`src/rtl/bhpq_pkg.sv`:
```
package bhpq_pkg;

    localparam int CAPACITY      = 128;
    localparam int VALUE_WIDTH   = 32;
    localparam int ADDR_W        = $clog2(CAPACITY);
    localparam int COUNT_W       = $clog2(CAPACITY + 1);
    localparam int CHILD_W       = COUNT_W + 1;
    localparam int STATUS_W      = 2;
    localparam int ENTRY_COUNT_W = 8;

    // Operation codes
    localparam logic KIND_INSERT  = 1'b0;
    localparam logic KIND_EXTRACT = 1'b1;

    // Result status codes
    localparam logic [STATUS_W-1:0] ST_OK    = 2'd0;
    localparam logic [STATUS_W-1:0] ST_FULL  = 2'd1;
    localparam logic [STATUS_W-1:0] ST_EMPTY = 2'd2;

    // Commands from the controller to the datapath
    typedef struct packed {
        logic accept;     // take an input beat, issue root/last reads
        logic ext_latch;  // capture root and last entry
        logic su_issue;   // sift-up: read parent or finish at root
        logic su_step;    // sift-up: compare and write
        logic sd_issue;   // sift-down: read children or finish at leaf
        logic sd_step;    // sift-down: compare and write
        logic publish;    // load the result register
    } bhpq_cmd_t;

    // Status from the datapath to the controller
    typedef struct packed {
        logic full;
        logic empty;
        logic idx_zero;
        logic leaf;
        logic su_move;
        logic sd_move;
        logic out_free;
    } bhpq_stat_t;

    // True when a belongs strictly above b: smaller in min mode, larger in max mode.
    function automatic logic bhpq_above(
        input logic signed [VALUE_WIDTH-1:0] a,
        input logic signed [VALUE_WIDTH-1:0] b,
        input logic                          max_mode
    );
        logic res;
        res = max_mode ? (a > b) : (a < b);
        return res;
    endfunction

endpackage

```
`src/rtl/bhpq_ctrl.sv`:
```
module bhpq_ctrl import bhpq_pkg::*; (
    input  logic       clk,
    input  logic       rst_n,
    input  logic       in_valid,
    input  logic       in_kind,
    output logic       in_ready,
    input  bhpq_stat_t stat,
    output bhpq_cmd_t  cmd
);

    typedef enum logic [2:0] {
        S_IDLE,
        S_EXT_RD,
        S_INS_RD,
        S_INS_CMP,
        S_SD_RD,
        S_SD_CMP,
        S_DONE
    } state_t;

    state_t state_reg;
    state_t state_next;

    always_comb
    begin
        cmd        = '0;
        state_next = state_reg;
        in_ready   = 1'b0;
        case (state_reg)
            S_IDLE:
            begin
                in_ready = 1'b1;
                if (in_valid)
                begin
                    cmd.accept = 1'b1;
                    if (in_kind == KIND_INSERT)
                    begin
                        state_next = stat.full ? S_DONE : S_INS_RD;
                    end
                    else
                    begin
                        state_next = stat.empty ? S_DONE : S_EXT_RD;
                    end
                end
            end
            S_EXT_RD:
            begin
                cmd.ext_latch = 1'b1;
                state_next    = S_SD_RD;
            end
            S_INS_RD:
            begin
                cmd.su_issue = 1'b1;
                state_next   = stat.idx_zero ? S_DONE : S_INS_CMP;
            end
            S_INS_CMP:
            begin
                cmd.su_step = 1'b1;
                state_next  = stat.su_move ? S_INS_RD : S_DONE;
            end
            S_SD_RD:
            begin
                cmd.sd_issue = 1'b1;
                state_next   = stat.leaf ? S_DONE : S_SD_CMP;
            end
            S_SD_CMP:
            begin
                cmd.sd_step = 1'b1;
                state_next  = stat.sd_move ? S_SD_RD : S_DONE;
            end
            S_DONE:
            begin
                // hold until the result register can take the beat
                if (stat.out_free)
                begin
                    cmd.publish = 1'b1;
                    state_next  = S_IDLE;
                end
            end
            default:
            begin
                state_next = S_IDLE;
            end
        endcase
    end

    always_ff @(posedge clk or negedge rst_n)
    begin
        if (!rst_n)
        begin
            state_reg <= S_IDLE;
        end
        else
        begin
            state_reg <= state_next;
        end
    end

endmodule

```
`config.mk`:
```
export PLATFORM = sky130hd
export DESIGN_NAME = bhpq_ctrl
export DESIGN_NICKNAME = d
export VERILOG_FILES = /design/src/rtl/bhpq_pkg.sv /design/src/rtl/bhpq_ctrl.sv
export SDC_FILE = /design/constraint.sdc
export NUM_CORES = 1
export LEC_CHECK = 0
export BUFFER_PORTS_ARGS = -buffer_cell sky130_fd_sc_hd__buf_2
export CORE_AREA = 2 2 39 41
export CTS_BUF_LIST = sky130_fd_sc_hd__clkbuf_16
export DETAILED_ROUTE_END_ITERATION = 16
export DIE_AREA = 0 0 41 43
export SLEW_MARGIN = 25
export SYNTH_ARGS = -nofsm -noshare
export SYNTH_HDL_FRONTEND = slang
export SYNTH_SLANG_ARGS = --single-unit
export TNS_END_PERCENT = 10
```
`constraint.sdc`:
```
create_clock -name clk -period 3.55 [get_ports clk]
set_clock_uncertainty 0.1 [all_clocks]
set_input_delay 0.355 -clock clk [delete_from_list [all_inputs] [get_ports clk]]
set_output_delay 0.355 -clock clk [all_outputs]
set_load 0.03 [all_outputs]
```
-- Word-level counts from Yosys, hierarchy flattened
Index checks and enable logic that the tools add are counted.
- reduce and logical (&&, ||, !) cells: 2
- equality and inequality tests: 8
- muxes and demuxes: 20
- operators with widths (operator ; count):
    $mux W3 ; 7
    $pmux W3 S7 ; 1
    $mux W1 ; 10
    $eq A3 B3 Y1 const B ; 3
    $eq A3 B2 Y1 const B ; 2
    $mux W2 ; 2
    $ne A2 B2 Y1 const B ; 2
    $eq A3 B1 Y1 const B ; 1
    $logic_not A3 Y1 ; 1
    $reduce_and A2 Y1 ; 1
- word-level logic and storage cells: 31
- bits in registers: 3

-- Depth between registers and ports, before layout
Gate-level depths: netlist of the first run.
- depth in word-level cells: 4
- mapped depth: 4

-- Least setup slack after synthesis of the first run
No wires, ideal clock.
- kind: register to output
- from: reg state_reg[2]
- to: out cmd[6] (netlist name)
- path slack: 1.395 ns
- stages on the path, launching flop included: 4
- arrival time: 1.700 ns
- required time: 3.095 ns
- path through: dfrtp_1 buf_4 nor3_1 and2_1
- RTL lines (element ; line ; text):
    start: declaration ; bhpq_ctrl.sv:21 ; state_t state_reg;
    start signal: assignment ; bhpq_ctrl.sv:95 ; state_reg <= state_next;
    end: declaration ; bhpq_ctrl.sv:8 ; output bhpq_cmd_t cmd

==> results.py, run 1 <==
metrics = {
    "run_status": {
        "status": "complete, no violations",
    },
    "routing": {
        "remaining_drc_errors": 0,
        "drt-total-wl_um": 795,
        "vias": 343,
        "drtIter0Drc": 5,
        "antenna_left": 0,
        "dr.pass1.iters": 4,
        "detail_route.wl_per_cell_um": 10.89,
        "routed_via_density": 4.699,
    },
    "final_layout": {
        "multiInputGateArea_um2": 193.9,
        "postLayoutCoreUtil_pct": 34.09,
        "nFillCells": 149,
        "drive_above_1_share_pct": 42.11,
        "diodes": 0,
        "areaGrowthSynthToFinish_pct": 62.50,
        "largest_reg_flops": 3,
        "regArea_um2": 75.07,
        "nNetsFinal": 69,
    },
    "worst_setup_path": {
        "crit_family": "flip-flops",
        "slowest_delay_ps": 510,
        "start_kind": "register",
        "critPathMaxFanout": 14,
        "path_cells": "nor3_1, and2_1, buf_2",
        "crit_arrival_ps": 1360,
        "worstPathRequired_ps": 3090,
        "slowest_stage": "dfrtp_1",
        "worstSetupEndpointType": "output port",
        "path_class": "register to output port",
        "cp_num_buf_inv": 1,
    },
    "logic_synthesis": {
        "ys_types": 25,
        "ys_warn_count": 0,
        "syn-cell-area_um2": 290.3,
        "synth_fp_nets": 48,
        "ys_seq_elements": 3,
        "avgSynthCellArea_um2": 7.845,
        "yosysSeqAreaShare_pct": 25.86,
        "synthCells": 37,
    },
    "clock_network": {
        "post_cts_resized": 0,
        "worst_skew_pair.late_latency_ps": 230,
        "cts.sinks": 3,
        "post_cts_buffers": 0,
        "clk_root_buffer_cell": "clkbuf_16",
        "cts_made_buffers": 3,
        "cts_tree": "built",
        "htree_levels": 1,
        "cts_hold_buf": 1,
        "clkTransAtPathRegs_ps": 30,
        "clk_path_buf_depth": 2,
    },
    "global_route": {
        "grt_overflow": 0,
        "grt_start_max_net_pins": 15,
        "antenna_found_initial": 0,
        "grt_pass1_wl_um": 1276,
        "grt_pass1_vias": 310,
        "grt_usage_pct": 11.58,
    },
    "pwr": {
        "powerDensity_nw_per_um2": 1082,
        "p_sw_share_pct": 43.05,
        "p_sw_w": 0.0002198,
        "vdd_drop_max_mv": 0.3662,
        "power_frac_comb_pct": 43.9,
        "p_leak_nw": 0.2401,
        "seqPwrFrac_pct": 20.9,
        "power_frac_clock_pct": 35.2,
        "internal-power_w": 0.0002908,
    },
    "timing": {
        "tightest_slew_ps": 398.1,
        "slew_viol_final": 0,
        "setup_violations": 0,
        "grt_setup_unrepaired": "no",
        "tns_ps": 0,
        "fin_crit_sh_pct": 51.00,
        "slew_headroom_pct": 73.22,
        "fmax_ghz": 0.5524,
        "hold_viol": 0,
        "period_needed_ps": 1810,
    },
    "die": {
        "die_w_um": 41,
        "core_um2": 1384,
        "die_y_um": 43,
        "initial_core_util_pct": 20.98,
        "die_area_um2": 1763,
        "ioPinCount": 19,
        "std_cell_rows": 14,
    },
    "hold_path": {
        "hold_path.class": "input port to register",
    },
    "placement": {
        "place.port_buffers": 18,
        "gp_congestion": 0.8135,
        "dpl.hpwl_um": 539.8,
    },
    "job": {
        "cap_viol_max_count": 0,
    },
}
## final timing paths
path / start / end / slack (ps) / cells past startpoint
max: state_reg[2] / cmd[6] / 1740 / 3
min: stat[0] / state_reg[2] / 270 / 2
max reg2reg: state_reg[2] / state_reg[1] / 1950 / 3
min reg2reg: state_reg[0] / state_reg[0] / 700 / 3
max in group asynchronous: rst_n / state_reg[2] / 2870 / 2
min in group asynchronous: rst_n / state_reg[1] / 380 / 2
## synthesized netlist by cell type
cell / count / area share, %
nor2_1: 5 / 6.5
dfrtp_1: 3 / 26
nor3b_1: 3 / 7.8
a21oi_1: 2 / 3.4
and2_1: 2 / 4.3
buf_2: 2 / 3.4
nor4_1: 2 / 4.3
a211o_1: 1 / 3.0
a21o_1: 1 / 2.6
a221oi_1: 1 / 3.0
and3b_1: 1 / 3.0
buf_4: 1 / 2.6
inv_1: 1 / 1.3
mux2_2: 1 / 3.9
nand2_1: 1 / 1.3
nand2b_1: 1 / 2.2
nand3_1: 1 / 1.7
nand3b_1: 1 / 2.6
nor2b_1: 1 / 2.2
nor3_1: 1 / 1.7
nor3b_2: 1 / 4.3
o21ai_0: 1 / 1.7
o22ai_1: 1 / 2.2
or2_2: 1 / 2.2
or3b_1: 1 / 3.0
## metrics by stage
stage	worst slack [ps]	hold slack (ps)	instance area (um^2)	std cells	total power [W]
after floorplan	1395	-40.59	290.3	37	0.0002846
after global placement	1985	52.53	382.9	68	0.0003262
after detailed placement	1977	53.08	382.9	68	0.0003291
after CTS	1738	265.8	471.7	73	0.0005136
after global routing	1622	281.1	471.7	73	0.0005440
final	1740	271.2	471.7	73	0.0005105
## power by group through the flow
stage | combinational [W] | sequential [W] | clock (W)
global route | 0.000246 | 0.000114 | 0.000184
detailed placement | 0.000222 | 0.000107 | 0
finish | 0.000224 | 0.000107 | 0.000180
global placement | 0.000221 | 0.000105 | 0
CTS | 0.000225 | 0.000106 | 0.000182
floorplan | 0.000220 | 0.0000647 | 0
## layout make-up
class	count	area share [%]
repair buffers	19	21.22
clock buffers	3	15.92
clock inverters	1	0.7958
inverters	1	0.7958
flip-flops and latches	3	15.92
multi-input cells	30	41.11
well taps	16	4.244
## kinds of logic (layout without fill, tap and decap cells)
kind of cell / count (synthesis) / in the layout / synth area share, %
mux: 1 / 1 / 3.879
simple gates: 22 / 22 / 46.98
buf+inv: 4 / 24 / 7.327
flops: 3 / 3 / 25.86
compound gates: 7 / 7 / 15.95
## per-layer routing
layer	global-route usage, %	up-vias	routed length [um]	share of wire (%)
met2	16.56	14	411	52
li1	-	177	-	-
met1	11.36	150	305	38
met4	10.00	0	16	2.0
met3	6.283	2	62	7.8
met5	0	-	0	0
## placed cells by master (no fill, tap or decap), drive strengths merged, types with 2 or more instances in the layout
cell	synthesis	layout
clkbuf	0	3
nor4	2	2
nor3b	4	4
and2	2	2
inv	1	2
buf	3	18
nor2	5	5
a21oi	2	2
dfrtp	3	3
(Power assumes the default switching activity.)
==> run 2: changes to the inputs <==
- clock period: 3.55 -> 1.6 ns (I/O delays scaled with it)
==> results.py, run 2 (synthesis gave the netlist of run 1 again) <==
metrics = {
    "placement": {
        "gp_congestion": 0.7904,
        "dpl.hpwl_um": 566.5,
        "place.port_buffers": 18,
        "place_area_um2": 415.4,
    },
    "clock_network": {
        "clkTransAtPathRegs_ps": 30,
        "htree_levels": 1,
        "clk_path_buf_depth": 2,
        "clk_root_buffer_cell": "clkbuf_16",
        "cts.sinks": 3,
        "worst_skew_pair.late_latency_ps": 220,
        "cts_made_buffers": 3,
        "cts_tree": "built",
    },
    "pwr": {
        "powerDensity_nw_per_um2": 2355,
        "p_total_w": 0.001288,
        "vdd_drop_max_mv": 1.342,
        "p_leak_nw": 0.2737,
    },
    "timing": {
        "period_needed_ps": 1533,
        "slew_headroom_pct": 82.12,
        "slew_viol_final": 0,
        "fin_crit_sh_pct": 95.79,
        "fmax_ghz": 0.6524,
        "whs_ps": 77.09,
        "setup_violations": 0,
        "tightest_slew_ps": 265.7,
        "grt_setup_unrepaired": "yes",
        "hold_viol": 0,
    },
    "global_route": {
        "grt_pass1_wl_um": 1221,
        "grt_pass1_vias": 317,
        "antenna_found_initial": 0,
        "grt_start_max_net_pins": 11,
        "grt_usage_pct": 10.16,
        "grt_overflow": 0,
    },
    "die": {
        "die_area_um2": 1763,
        "ioPinCount": 19,
        "core_um2": 1384,
        "die_y_um": 43,
        "std_cell_rows": 14,
        "initial_core_util_pct": 20.98,
        "die_w_um": 41,
    },
    "final_layout": {
        "layout_commonest_cell": "buf_2",
        "largest_reg_flops": 3,
        "diodes": 0,
        "multiInputGateArea_um2": 212.7,
        "drive_above_1_share_pct": 57.14,
        "postLayoutCoreUtil_pct": 39.51,
        "nFillCells": 151,
        "nNetsFinal": 75,
        "layout_common_cells": "buf_2 (16), buf_4 (7), nor2_1 (5), clkbuf_16 (3)",
        "areaGrowthSynthToFinish_pct": 88.36,
        "design_area_um2": 546.8,
        "regArea_um2": 77.57,
    },
    "worst_setup_path": {
        "worstSetupEndpointType": "output port",
        "worstReg2RegStart": "state_reg[2]",
        "start_kind": "register",
        "reg2reg_slack_ps": 120,
        "crit-reg2reg-capture": "state_reg[1]",
        "path_cells": "buf_4, nor3_2, and2_4, buf_6",
        "path_class": "register to output port",
        "crit_arrival_ps": 1270,
        "rr_worst_depth": 4,
        "slowest_delay_ps": 430,
        "slowest_stage": "dfrtp_2",
        "worstPathRequired_ps": 1340,
        "critPathMaxFanout": 7,
    },
    "hold_path": {
        "worst_hold_startpoint": "stat[0]",
        "hold_depth": 2,
        "hold_path.class": "input port to register",
        "whs_endpoint": "state_reg[2]",
    },
    "routing": {
        "drt-total-wl_um": 775,
        "antenna_left": 0,
        "detail_route.wl_per_cell_um": 9.810,
        "dr.pass1.iters": 4,
        "vias": 357,
        "routed_via_density": 4.519,
        "remaining_drc_errors": 0,
        "drtIter0Drc": 4,
    },
    "job": {
        "cap_viol_max_count": 0,
    },
    "run_status": {
        "status": "complete, no violations",
    },
}
run 2: repair_timing:
action / CTS / global route
pin swaps: 0 / 1
setup endpoints to repair: 1 / 4
hold buffers: 1 / 0
hold endpoints to repair: 3 / 0
setup buffers: 0 / 3
gates resized for setup: 2 / 6
run 2: layer usage:
metal,up-vias,global-route usage [%],wire length [um]
met5,-,0,0
met4,0,2.000,0
met3,0,4.712,58
met2,13,15.63,403
met1,158,12.62,313
li1,186,-,-
run 2: power breakdown:
group / switching (W) / internal [W] / leakage, nW
Clock: 0.0000628 / 0.000322 / 0.0423
Sequential: 0.0000635 / 0.000123 / 0.0343
Combinational: 0.000389 / 0.000328 / 0.197
Total: 0.000516 / 0.000772 / 0.274
run 2: worst max path at each step:
| stage | start | end | slack (ps) | depth (start not counted) |
|---|---|---|---|---|
| floorplan | state_reg[2] | cmd[6] | -80 | 3 |
| global placement | state_reg[2] | state_reg[1] | 180 | 3 |
| detailed placement | state_reg[2] | state_reg[1] | 150 | 3 |
| CTS | state_reg[2] | cmd[6] | 30 | 4 |
| global route | state_reg[0] | cmd[0] | -20 | 4 |
| finish | state_reg[2] | cmd[6] | 70 | 4 |
run 2: critical path, delay by kind of cell (launching register included):
| kind | cells | cell delay [ps] |
|---|---|---|
| buffers and inverters | 2 | 290 |
| flip-flops | 1 | 430 |
| AND/OR/NAND/NOR | 2 | 340 |
run 2: final cells by class:
| class | count | share of cell area (%) |
|---|---|---|
| multi-input combinational | 30 | 38.90 |
| timing repair buffer | 25 | 28.15 |
| sequential | 3 | 14.19 |
| clock buffer | 3 | 13.73 |
| tap | 16 | 3.661 |
| clock inverter | 1 | 0.6865 |
| inverter | 1 | 0.6865 |
run 2: metrics by stage:
step	TNS (ps)	worst slack, ps	cells
2_1_floorplan	-81.69	-81.69	37
3_3_place_gp	0	181.0	71
3_5_place_dp	0	152.4	71
4_1_cts	0	25.62	76
5_1_grt	-22.94	-21.55	79
6_report	0	67.31	79
